$ cat config.mk
export PLATFORM = sky130hd
export DESIGN_NAME = touch_key_press_detector
export DESIGN_NICKNAME = d
export VERILOG_FILES = /design/src/hw/rtl/tkpd_pkg.sv /design/src/hw/rtl/tkpd_lane.sv /design/src/hw/rtl/tkpd_merge.sv /design/src/hw/rtl/touch_key_press_detector.sv
export SDC_FILE = /design/constraint.sdc
export NUM_CORES = 1
export LEC_CHECK = 0
export BUFFER_PORTS_ARGS = -buffer_cell sky130_fd_sc_hd__buf_2
export CAP_MARGIN = 20
export CORE_MARGIN = 2
export CORE_UTILIZATION = 60
export CTS_BUF_LIST = sky130_fd_sc_hd__clkbuf_8
export CTS_CLUSTER_SIZE = 14
export DETAILED_ROUTE_END_ITERATION = 6
export PLACE_DENSITY = 0.78
export SETUP_SLACK_MARGIN = 0.3
export SLEW_MARGIN = 20
export SYNTH_ARGS = -nofsm -noshare
export SYNTH_HDL_FRONTEND = slang
export SYNTH_HIERARCHICAL = 1
export SYNTH_SLANG_ARGS = --single-unit
$ cat constraint.sdc
create_clock -name clk -period 18.8 [get_ports clk]
set_clock_uncertainty 0.15 [all_clocks]
set_input_delay 2.82 -clock clk [delete_from_list [all_inputs] [get_ports clk]]
set_output_delay 2.82 -clock clk [all_outputs]
set_load 0.02 [all_outputs]
$ cat src/hw/rtl/tkpd_pkg.sv
`default_nettype none
package tkpd_pkg;

  localparam int KEYS_MAX     = 4;
  localparam int NUM_KEYS_DEF = 4;
  localparam int CNT_W        = 16;
  localparam int TIME_W       = 12;
  localparam int MASK_W       = 4;
  localparam int FILT_W       = 18;
  localparam int CFG_IDX_W    = 3;

  localparam logic [TIME_W-1:0] SHORT_MIN_TIME = TIME_W'(5);

  localparam logic [CNT_W-1:0]  THRESHOLD_RST  = CNT_W'(200);
  localparam logic [TIME_W-1:0] SHORT_LIM_RST  = TIME_W'(800);
  localparam logic [TIME_W-1:0] HOLD_START_RST = TIME_W'(100);
  localparam logic [TIME_W-1:0] LONG_LIM_RST   = TIME_W'(2000);

  localparam logic [CFG_IDX_W-1:0] REG_BASELINE0  = CFG_IDX_W'(0);
  localparam logic [CFG_IDX_W-1:0] REG_BASELINE1  = CFG_IDX_W'(1);
  localparam logic [CFG_IDX_W-1:0] REG_BASELINE2  = CFG_IDX_W'(2);
  localparam logic [CFG_IDX_W-1:0] REG_BASELINE3  = CFG_IDX_W'(3);
  localparam logic [CFG_IDX_W-1:0] REG_THRESHOLD  = CFG_IDX_W'(4);
  localparam logic [CFG_IDX_W-1:0] REG_SHORT_LIM  = CFG_IDX_W'(5);
  localparam logic [CFG_IDX_W-1:0] REG_HOLD_START = CFG_IDX_W'(6);
  localparam logic [CFG_IDX_W-1:0] REG_LONG_LIM   = CFG_IDX_W'(7);

  typedef struct packed {
    logic [TIME_W-1:0] short_limit;
    logic [TIME_W-1:0] hold_start;
    logic [TIME_W-1:0] long_limit;
  } timing_t;

  typedef struct packed {
    logic [MASK_W-1:0] pressed_mask;
    logic [MASK_W-1:0] short_mask;
    logic [MASK_W-1:0] held_mask;
    logic [MASK_W-1:0] long_mask;
  } result_t;

endpackage
`default_nettype wire

$ cat src/hw/rtl/tkpd_lane.sv
`default_nettype none
module tkpd_lane
  import tkpd_pkg::*;
(
  input  wire logic             clk,
  input  wire logic             rst_n,
  input  wire logic             scan_load,
  input  wire logic [CNT_W-1:0] baseline,
  input  wire logic [CNT_W-1:0] count,
  input  wire logic [CNT_W-1:0] threshold,
  output logic                  pressed
);

  localparam int SUM_W = FILT_W + 2;

  logic signed [FILT_W-1:0] filt_r;
  logic signed [FILT_W-1:0] filt_nxt;
  logic signed [CNT_W:0]    delta;
  logic signed [SUM_W-1:0]  sum;
  logic signed [SUM_W-1:0]  sum_adj;

  assign delta = $signed({1'b0, baseline}) - $signed({1'b0, count});

  // 3*old as old + 2*old
  assign sum = SUM_W'(delta) + SUM_W'(filt_r) + (SUM_W'(filt_r) <<< 1);

  // round toward zero: bias negatives by 3 before the arithmetic shift
  assign sum_adj  = sum + (sum[SUM_W-1] ? SUM_W'(3) : SUM_W'(0));
  assign filt_nxt = FILT_W'(sum_adj >>> 2);

  assign pressed = filt_nxt > $signed({{(FILT_W-CNT_W){1'b0}}, threshold});

  always_ff @(posedge clk) begin
    if (!rst_n) begin
      filt_r <= '0;
    end else if (scan_load) begin
      filt_r <= filt_nxt;
    end
  end

endmodule
`default_nettype wire

$ cat src/hw/rtl/tkpd_merge.sv
`default_nettype none
module tkpd_merge
  import tkpd_pkg::*;
(
  input  wire logic              clk,
  input  wire logic              rst_n,
  input  wire logic              item_load,
  input  wire logic              is_tick,
  input  wire logic [MASK_W-1:0] lane_mask,
  input  wire timing_t           timing,
  output result_t                result
);

  logic [MASK_W-1:0] pressed_r, short_r, held_r, long_r;
  logic [MASK_W-1:0] pressed_nxt, short_nxt, held_nxt, long_nxt;
  logic [TIME_W-1:0] timer_r, timer_nxt;
  logic [TIME_W-1:0] t_clr;

  always_comb begin
    pressed_nxt = pressed_r;
    short_nxt   = short_r;
    held_nxt    = held_r;
    long_nxt    = long_r;
    timer_nxt   = timer_r;
    t_clr       = timer_r;
    if (is_tick) begin
      if (timer_r < timing.long_limit) begin
        timer_nxt = timer_r + TIME_W'(1);
      end else begin
        timer_nxt = timing.long_limit;
      end
    end else begin
      if (lane_mask == '0) begin
        // release: report a short press if the key was down longer than the minimum and under the short limit
        if (timer_r > SHORT_MIN_TIME && timer_r < timing.short_limit) begin
          short_nxt = pressed_r;
        end else begin
          short_nxt = '0;
        end
        held_nxt = '0;
        long_nxt = '0;
        t_clr    = '0;
      end
      timer_nxt = t_clr;
      if (t_clr > timing.hold_start) begin
        held_nxt = lane_mask;
      end
      if (t_clr >= timing.long_limit) begin
        timer_nxt = timing.long_limit;
        long_nxt  = lane_mask;
      end
      pressed_nxt = lane_mask;
    end
  end

  assign result = '{pressed_mask: pressed_nxt, short_mask: short_nxt,
                    held_mask: held_nxt, long_mask: long_nxt};

  always_ff @(posedge clk) begin
    if (!rst_n) begin
      pressed_r <= '0;
      short_r   <= '0;
      held_r    <= '0;
      long_r    <= '0;
      timer_r   <= '0;
    end else if (item_load) begin
      pressed_r <= pressed_nxt;
      short_r   <= short_nxt;
      held_r    <= held_nxt;
      long_r    <= long_nxt;
      timer_r   <= timer_nxt;
    end
  end

endmodule
`default_nettype wire

$ cat src/hw/rtl/touch_key_press_detector.sv
// channel | direction | handshake           | payload
// in_     | input     | in_valid/in_ready   | cmd, count_key0..3
// out_    | output    | out_valid/out_ready | pressed/short/held/long masks
// cfg_    | input     | cfg_valid/cfg_ready | cfg_index (0..7), cfg_data
//
// One item per cycle while the output buffer has room: each key's filter lane
// and the mask/timer merge settle in the cycle the item is accepted, and the
// result enters a two-entry output buffer at that edge, behind any unread
// result. in_ready drops only when both buffer entries hold unread results.
// Synchronous active-low reset clears filters, masks, timer and buffer and
// restores the register defaults. cfg_ready is always high.
`default_nettype none
module touch_key_press_detector
  import tkpd_pkg::*;
#(
  parameter int NUM_KEYS = NUM_KEYS_DEF
) (
  input  wire logic                 clk,
  input  wire logic                 rst_n,
  input  wire logic                 in_valid,
  output logic                      in_ready,
  input  wire logic                 in_cmd,
  input  wire logic [CNT_W-1:0]     in_count_key0,
  input  wire logic [CNT_W-1:0]     in_count_key1,
  input  wire logic [CNT_W-1:0]     in_count_key2,
  input  wire logic [CNT_W-1:0]     in_count_key3,
  output logic                      out_valid,
  input  wire logic                 out_ready,
  output logic [MASK_W-1:0]         out_pressed_mask,
  output logic [MASK_W-1:0]         out_short_mask,
  output logic [MASK_W-1:0]         out_held_mask,
  output logic [MASK_W-1:0]         out_long_mask,
  input  wire logic                 cfg_valid,
  output logic                      cfg_ready,
  input  wire logic [CFG_IDX_W-1:0] cfg_index,
  input  wire logic [CNT_W-1:0]     cfg_data
);

  // keys above the four count inputs are never pressed
  localparam int LANES = (NUM_KEYS < KEYS_MAX) ? NUM_KEYS : KEYS_MAX;

  logic [CNT_W-1:0] baseline_r [KEYS_MAX];
  logic [CNT_W-1:0] threshold_r;
  timing_t          timing_r;

  logic [CNT_W-1:0]  count [KEYS_MAX];
  logic [MASK_W-1:0] lane_mask;
  logic              in_acc, out_acc, scan_load;
  result_t           result;

  result_t     buf0_r, buf1_r;
  logic [1:0]  fill_r;

  assign cfg_ready = 1'b1;

  always_ff @(posedge clk) begin
    if (!rst_n) begin
      for (int k = 0; k < KEYS_MAX; k++) begin
        baseline_r[k] <= '0;
      end
      threshold_r          <= THRESHOLD_RST;
      timing_r.short_limit <= SHORT_LIM_RST;
      timing_r.hold_start  <= HOLD_START_RST;
      timing_r.long_limit  <= LONG_LIM_RST;
    end else if (cfg_valid) begin
      case (cfg_index)
        REG_BASELINE0:  baseline_r[0] <= cfg_data;
        REG_BASELINE1:  baseline_r[1] <= cfg_data;
        REG_BASELINE2:  baseline_r[2] <= cfg_data;
        REG_BASELINE3:  baseline_r[3] <= cfg_data;
        REG_THRESHOLD:  threshold_r <= cfg_data;
        REG_SHORT_LIM:  timing_r.short_limit <= cfg_data[TIME_W-1:0];
        REG_HOLD_START: timing_r.hold_start <= cfg_data[TIME_W-1:0];
        REG_LONG_LIM:   timing_r.long_limit <= cfg_data[TIME_W-1:0];
        default: ;
      endcase
    end
  end

  assign count[0] = in_count_key0;
  assign count[1] = in_count_key1;
  assign count[2] = in_count_key2;
  assign count[3] = in_count_key3;

  assign in_ready  = (fill_r != 2'd2);
  assign in_acc    = in_valid && in_ready;
  assign out_valid = (fill_r != 2'd0);
  assign out_acc   = out_valid && out_ready;
  assign scan_load = in_acc && !in_cmd;

  for (genvar k = 0; k < KEYS_MAX; k++) begin : g_lane
    if (k < LANES) begin : g_on
      tkpd_lane u_lane (
        .clk       (clk),
        .rst_n     (rst_n),
        .scan_load (scan_load),
        .baseline  (baseline_r[k]),
        .count     (count[k]),
        .threshold (threshold_r),
        .pressed   (lane_mask[k])
      );
    end else begin : g_off
      assign lane_mask[k] = 1'b0;
    end
  end

  tkpd_merge u_merge (
    .clk       (clk),
    .rst_n     (rst_n),
    .item_load (in_acc),
    .is_tick   (in_cmd),
    .lane_mask (lane_mask),
    .timing    (timing_r),
    .result    (result)
  );

  // two-entry result buffer, buf0 is the head
  always_ff @(posedge clk) begin
    if (!rst_n) begin
      fill_r <= 2'd0;
    end else begin
      case ({in_acc, out_acc})
        2'b10:   fill_r <= fill_r + 2'd1;
        2'b01:   fill_r <= fill_r - 2'd1;
        default: fill_r <= fill_r;
      endcase
    end
  end

  always_ff @(posedge clk) begin
    case ({in_acc, out_acc})
      2'b10: begin
        if (fill_r == 2'd0) begin
          buf0_r <= result;
        end else begin
          buf1_r <= result;
        end
      end
      2'b01: begin
        buf0_r <= buf1_r;
      end
      2'b11: begin
        if (fill_r == 2'd1) begin
          buf0_r <= result;
        end else begin
          buf0_r <= buf1_r;
          buf1_r <= result;
        end
      end
      default: ;
    endcase
  end

  assign out_pressed_mask = buf0_r.pressed_mask;
  assign out_short_mask   = buf0_r.short_mask;
  assign out_held_mask    = buf0_r.held_mask;
  assign out_long_mask    = buf0_r.long_mask;

endmodule
`default_nettype wire

==> results of run 1 <==
power groups by stage:
stage / clock network [mW] / logic (mW) / registers (mW)
4_1_cts: 0.552 / 3.08 / 0.755
3_3_place_gp: 0 / 2.94 / 0.763
5_1_grt: 0.573 / 3.46 / 0.768
2_1_floorplan: 0 / 2.38 / 0.759
6_report: 0.544 / 3.13 / 0.755
3_5_place_dp: 0 / 3.05 / 0.766
per-layer routing:
metal,vias up,track usage
li1,9649,-
met4,4,0.1347
met1,9662,0.4070
met2,827,0.5069
met3,178,0.06136
met5,-,0
final cells by class:
class	instances	area [um2]	area share
flip-flops and latches	250	5966	0.2376
well taps	518	648.1	0.02581
clock inverters	34	280.3	0.01116
multi-input cells	2041	15970	0.6361
diodes	1	2.502	0.00009965
clock buffers	48	660.6	0.02631
repair buffers	116	608.1	0.02422
inverters	259	972.2	0.03871
worst min-delay path by stage:
stage	end	depth (start not counted)	slack (ns)	from
after detailed placement	u_merge/held_r[3]	2	0.30	u_merge/held_r[3]
after CTS	u_merge/held_r[3]	2	0.32	u_merge/held_r[3]
final	u_merge/held_r[0]	2	0.32	u_merge/held_r[0]
after floorplan	u_merge/held_r[0]	2	0.28	u_merge/held_r[0]
after global placement	u_merge/held_r[0]	2	0.30	u_merge/held_r[0]
after global routing	u_merge/short_r[1]	1	0.34	u_merge/short_r[1]
cells in the mapped netlist (26+ instances only):
| cell type | instances | area share |
|---|---|---|
| inv_1 | 257 | 0.041 |
| ha_1 | 256 | 0.14 |
| nand2_1 | 175 | 0.028 |
| nor2_1 | 158 | 0.025 |
| o21ai_0 | 155 | 0.033 |
| dfxtp_1 | 154 | 0.13 |
| a21oi_1 | 116 | 0.025 |
| edfxtp_1 | 96 | 0.12 |
| and2_1 | 90 | 0.024 |
| xnor2_1 | 90 | 0.034 |
| nand3_1 | 89 | 0.019 |
| xor2_1 | 79 | 0.030 |
| fa_1 | 76 | 0.065 |
| a21o_1 | 70 | 0.023 |
| nor3_1 | 53 | 0.011 |
| clkbuf_1 | 51 | 0.0082 |
| a211oi_1 | 35 | 0.011 |
| mux2i_1 | 35 | 0.015 |
| nand4_1 | 28 | 0.0075 |
| o21a_1 | 28 | 0.0090 |
| a22o_1 | 27 | 0.010 |
| nor2b_1 | 26 | 0.0070 |
flip-flops by register name, summed over array words and instances (netlist names):
register                   flops
g_lane.g_on.u_lane/filt_r     72
baseline_r                    64
timing_r                      36
buf1_r                        16
threshold_r                   16
u_merge/timer_r               12
out_held_mask                  4
out_long_mask                  4
out_pressed_mask               4
out_short_mask                 4
u_merge/held_r                 4
u_merge/long_r                 4
u_merge/pressed_r              4
u_merge/short_r                4
fill_r                         2
through the flow:
step	power (mW)	utilization	setup WS [ns]	std cells	cell area, um2
2_1_floorplan	3.140	-	6.469	2631	23260
3_3_place_gp	3.705	0.6279	5.551	3184	24150
3_5_place_dp	3.815	0.6279	5.270	3184	24150
4_1_cts	4.385	0.6524	5.884	3266	25100
5_1_grt	4.804	0.6527	5.227	3266	25110
6_report	4.432	0.6528	5.717	3267	25110
cells by family after synthesis:
family | synth area share
other | 0.0001612
adder cells (fa/ha/maj) | 0.2040
buffers and inverters | 0.05836
multiplexers | 0.01963
XOR/XNOR | 0.06573
AND/OR/NAND/NOR | 0.1829
AO/OA/AOI/OAI | 0.2127
flip-flops | 0.2565
cells in the final DEF, fill, tap and decap left out, drive strengths merged, types with 27 or more instances in the layout:
cell type,netlist,layout
nand3,91,91
fa,76,76
nor2,159,159
a22o,27,27
a211oi,37,37
o21ai,168,168
nand2,178,178
nor3,53,53
edfxtp,96,96
xnor2,92,92
clkbuf,51,48
xor2,80,80
ha,256,256
buf,29,116
a21oi,119,119
or2,28,28
dfxtp,154,154
and2,93,93
inv,258,270
nor2b,27,27
o21a,28,28
nand4,29,29
a21o,73,73
mux2i,37,37
worst reg2reg max path, delay by kind of cell (launching register included):
kind	cells	cell delay, ns
adder cells (fa/ha/maj)	5	1.68
AND/OR/NAND/NOR	10	3.23
multiplexers	1	0.18
flip-flops	1	0.37
buffers and inverters	1	0.08
AO/OA/AOI/OAI	20	4.85
XOR/XNOR	2	0.38
==> flow_summary.json, run 1 <==
{
  "vdd_drop_max_uv": 80.71,
  "p_clk_frac": 0.123,
  "globalplace.congestion": 0.9580,
  "r2r_setup_slack_ns": 7.69,
  "p_seq_frac": 0.170,
  "layout-drive-gt1-share": 0.1103,
  "ctsResizeCount": 0,
  "cp.depth": 41,
  "cts_max_path_buffers": 3,
  "ant_nets": 0,
  "power-per-cell-area_nw_per_um2": 176.5,
  "rows": 72,
  "vias": 20320,
  "critPathRequiredTime_ns": 19.01,
  "grt_max_degree": 67,
  "maxCapViolCount": 0,
  "synthFlopType": "dfxtp_1",
  "max_slew.worst_pin.slew_ns": 1.073,
  "hold_violations": 0,
  "start_util": 0.6047,
  "ys_seq_elements": 250,
  "synth_nets": 3052,
  "critPathBufInv": 3,
  "overflow": 0,
  "core_um2": 38470,
  "yosys.cell_types.count": 121,
  "wl_met2_um": 28840,
  "p_comb_frac": 0.707,
  "grt_util_all_layers": 0.3127,
  "syn_area_um2": 23260,
  "drt_wl_total_um": 64120,
  "fin_crit_sh": 0.6959,
  "grt_pass1_wl_um": 101800,
  "slew_headroom": 0.2757,
  "area_delta_synth_final_pct": 7.956,
  "power_leakage_nw": 11.29,
  "finalCriticalPeriod_ns": 13.08,
  "r2r-end": "out_held_mask[3]",
  "slew_viol_final": 0,
  "route.detailed.drc": 0,
  "drtIter0Drc": 1751,
  "path_common_cell": "ha_1",
  "slowest_delay_ns": 0.68,
  "wl_per_cell_um": 19.63,
  "path_clk_slew_ns": 0.06,
  "vias_per_cell": 6.220,
  "max_freq_mhz": 76.44,
  "min_path_type": "reg -> reg",
  "finalSetupViolations": 0,
  "dp_hpwl_um": 49420,
  "root_buffer": "clkbuf_8",
  "numPortBuffers": 106,
  "critPathTopFamily": "compound AO/OA/AOI/OAI gates",
  "antenna_found_initial": 5,
  "path_class": "in -> reg",
  "setup.worst_path.end": "out_held_mask[3]",
  "status": "completed",
  "cts_num_sinks": 250,
  "r2r.worst_path.cells": 39,
  "drt-met1-wl_um": 27340,
  "worstSkewPairLatency_ns": 0.60,
  "hold_buffers": 0,
  "wl_met3_um": 5066,
  "die-area_um2": 40360,
  "cts_setup_buffers": 0,
  "cp-end-kind": "flop",
  "cts_made_buffers": 44,
  "layout.nets": 3133,
  "p_int_mw": 2.202,
  "hold_slack_ns": 0.3208,
  "rsz0062_at_grt": "no",
  "synth_edf_count": 96,
  "die_h_um": 200.9,
  "syn_inst": 2631,
  "yosysWarnings": 6,
  "cp_max_fo": 17,
  "critPathLaunchType": "input pin",
  "num_io_pins": 108,
  "fill_cells": 3163,
  "async_flop_share": 0,
  "crit_path_top_delay_cell": "or4_4",
  "cts_tree": "built",
  "p_sw_mw": 2.229,
  "crit_start": "in_count_key0[5]",
  "grt_pass1_vias": 19560,
  "cp.arrival_ns": 13.30,
  "drtPass1Iterations": 5,
  "dr.max_layer_used": "met5",
  "fin_setup_tns_ns": 0,
  "avgSynthCellArea_um2": 8.841,
  "reg2reg_from": "baseline_r[0][5]",
  "htreeDepth": 2,
  "fp.dieW_um": 200.9,
  "switching_share": 0.5030,
  "ys_seq_area_frac": 0.2565
}
No activity file was read; power rests on OpenSTA's default activity.
==> run 2, diff against run 1 <==
clock period = 13.7 ns   (was 18.8 ns; I/O delays follow)
==> run 2 against run 1 <==
Effect of this change:
- total power up 38%
- sequential share of layout area about the same
- utilization is essentially flat
- final area hardly changed
- first-iteration DRC count increased by 8.6%
- non-clock buffer count did not move
- sequential cell count did not move
- die area stayed put
- combinational power grew 38%
- clock-buffer cell count is 4 higher
- register-to-register slack worse by 5.2 ns
- via count decreased by 0.43%
- critical endpoint is now out_held_mask[2]
- highest routed layer unchanged
==> flow_summary.json, run 2 (synthesis gave the netlist of run 1 again) <==
{
  "fin_setup_tns_ns": 0,
  "layout-drive-gt1-share": 0.1129,
  "finalCriticalPeriod_ns": 12.30,
  "rows": 72,
  "cp-end-kind": "flop",
  "grt_max_degree": 68,
  "critPathRequiredTime_ns": 13.90,
  "power-per-cell-area_nw_per_um2": 243.2,
  "drtIter0Drc": 1901,
  "dp_hpwl_um": 49430,
  "ant_nets": 0,
  "globalplace.congestion": 0.9592,
  "grt_util_all_layers": 0.3118,
  "cp.arrival_ns": 12.50,
  "final_cell_mix": "264 x inv_1, 256 x ha_1, 175 x nand2_1",
  "fin_crit_sh": 0.8979,
  "drt_wl_total_um": 64380,
  "cts_num_sinks": 250,
  "antenna_found_initial": 6,
  "vias": 20230,
  "drtPass1Iterations": 6,
  "vdd_drop_max_uv": 118.9,
  "critPathTopFamily": "compound AO/OA/AOI/OAI gates",
  "hold_buffers": 0,
  "critPathLaunchType": "input pin",
  "layout.nets": 3132,
  "wl_per_cell_um": 19.71,
  "grt_pass1_vias": 19380,
  "critPathBufInv": 3,
  "power_leakage_nw": 11.29,
  "layout_commonest_cell": "inv_1",
  "path_class": "in -> reg",
  "top_regs": "g_lane.g_on.u_lane/filt_r x72, baseline_r x64, timing_r x36",
  "cts_setup_buffers": 0,
  "route.detailed.drc": 0,
  "die-area_um2": 40360,
  "maxCapViolCount": 0,
  "largest_reg_flops": 72,
  "cts_made_buffers": 43,
  "ctsResizeCount": 0,
  "hold_violations": 0,
  "cts_tree": "built",
  "crit_path_top_delay_cell": "or4_4",
  "fp.dieW_um": 200.9,
  "num_io_pins": 108,
  "path_common_cell": "ha_1",
  "slew_viol_final": 0,
  "slew_headroom": 0.3227,
  "slowest_delay_ns": 0.67,
  "min_path_type": "reg -> reg",
  "numPortBuffers": 106,
  "core_um2": 38470,
  "cts_max_path_buffers": 3,
  "grt_pass1_wl_um": 100500,
  "area_delta_synth_final_pct": 8.020,
  "root_buffer": "clkbuf_8",
  "status": "completed",
  "overflow": 0,
  "total_power_mw": 6.110,
  "htreeDepth": 2,
  "finalSetupViolations": 0,
  "max_flop_register": "g_lane.g_on.u_lane/filt_r",
  "start_util": 0.6047,
  "path_clk_slew_ns": 0.06,
  "rsz0062_at_grt": "no",
  "worstSkewPairLatency_ns": 0.62,
  "cp_max_fo": 17,
  "max_freq_mhz": 81.29,
  "die_h_um": 200.9,
  "max_slew.worst_pin.slew_ns": 1.012,
  "vias_per_cell": 6.195
}
[run 2: layer usage]
layer,up-vias,part of all wire,track usage
met3,197,0.083,0.06412
met4,4,0.047,0.1431
met2,835,0.45,0.4968
met5,-,0.00039,0
li1,9618,-,-
met1,9578,0.42,0.4082
[run 2: cell type report]
cell class,instances,area [um2]
inverters,259,972.2
well taps,518,648.1
clock inverters,27,235.2
multi-input cells,2041,15970
fillers,3170,13340
diodes,3,7.507
clock buffers,52,715.7
flip-flops and latches,250,5966
repair buffers,116,608.1
[run 2: worst min-delay path, delay by kind of cell, from the launching register on]
| family | cells | cell delay [ns] |
|---|---|---|
| DFF | 1 | 0.31 |
| and+or+nand+nor | 1 | 0.06 |
| muxes | 1 | 0.05 |
[run 2: worst paths after layout]
path / slack, ns / cells after the start / from / endpoint
worst max-delay path: 1.40 / 41 / in_count_key0[5] / out_held_mask[2]
worst min-delay path: 0.32 / 2 / u_merge/held_r[1] / u_merge/held_r[1]
worst max register to register: 2.53 / 40 / baseline_r[2][1] / out_held_mask[2]
worst min register to register: 0.32 / 2 / u_merge/held_r[1] / u_merge/held_r[1]
[run 2: power by group]
part | leakage [nW] | switching (mW) | internal, mW | total, mW
registers | 2.20 | 0.121 | 0.915 | 1.04
logic | 8.57 | 2.62 | 1.70 | 4.32
clock network | 0.520 | 0.333 | 0.423 | 0.756
total | 11.3 | 3.07 | 3.04 | 6.11
[run 2: per-stage QoR]
step / std cells / setup WS, ns / instance area [um2] / utilization / hold WS, ns
final: 3266 / 1.399 / 25130 / 0.6532 / 0.3160
after detailed placement: 3184 / 0.8862 / 24150 / 0.6279 / 0.3057
after global routing: 3263 / 0.7709 / 25120 / 0.6530 / 0.3368
after CTS: 3263 / 1.475 / 25110 / 0.6526 / 0.3136
after floorplan: 2631 / 2.134 / 23260 / - / 0.2850
after global placement: 3184 / 1.221 / 24150 / 0.6279 / 0.2949
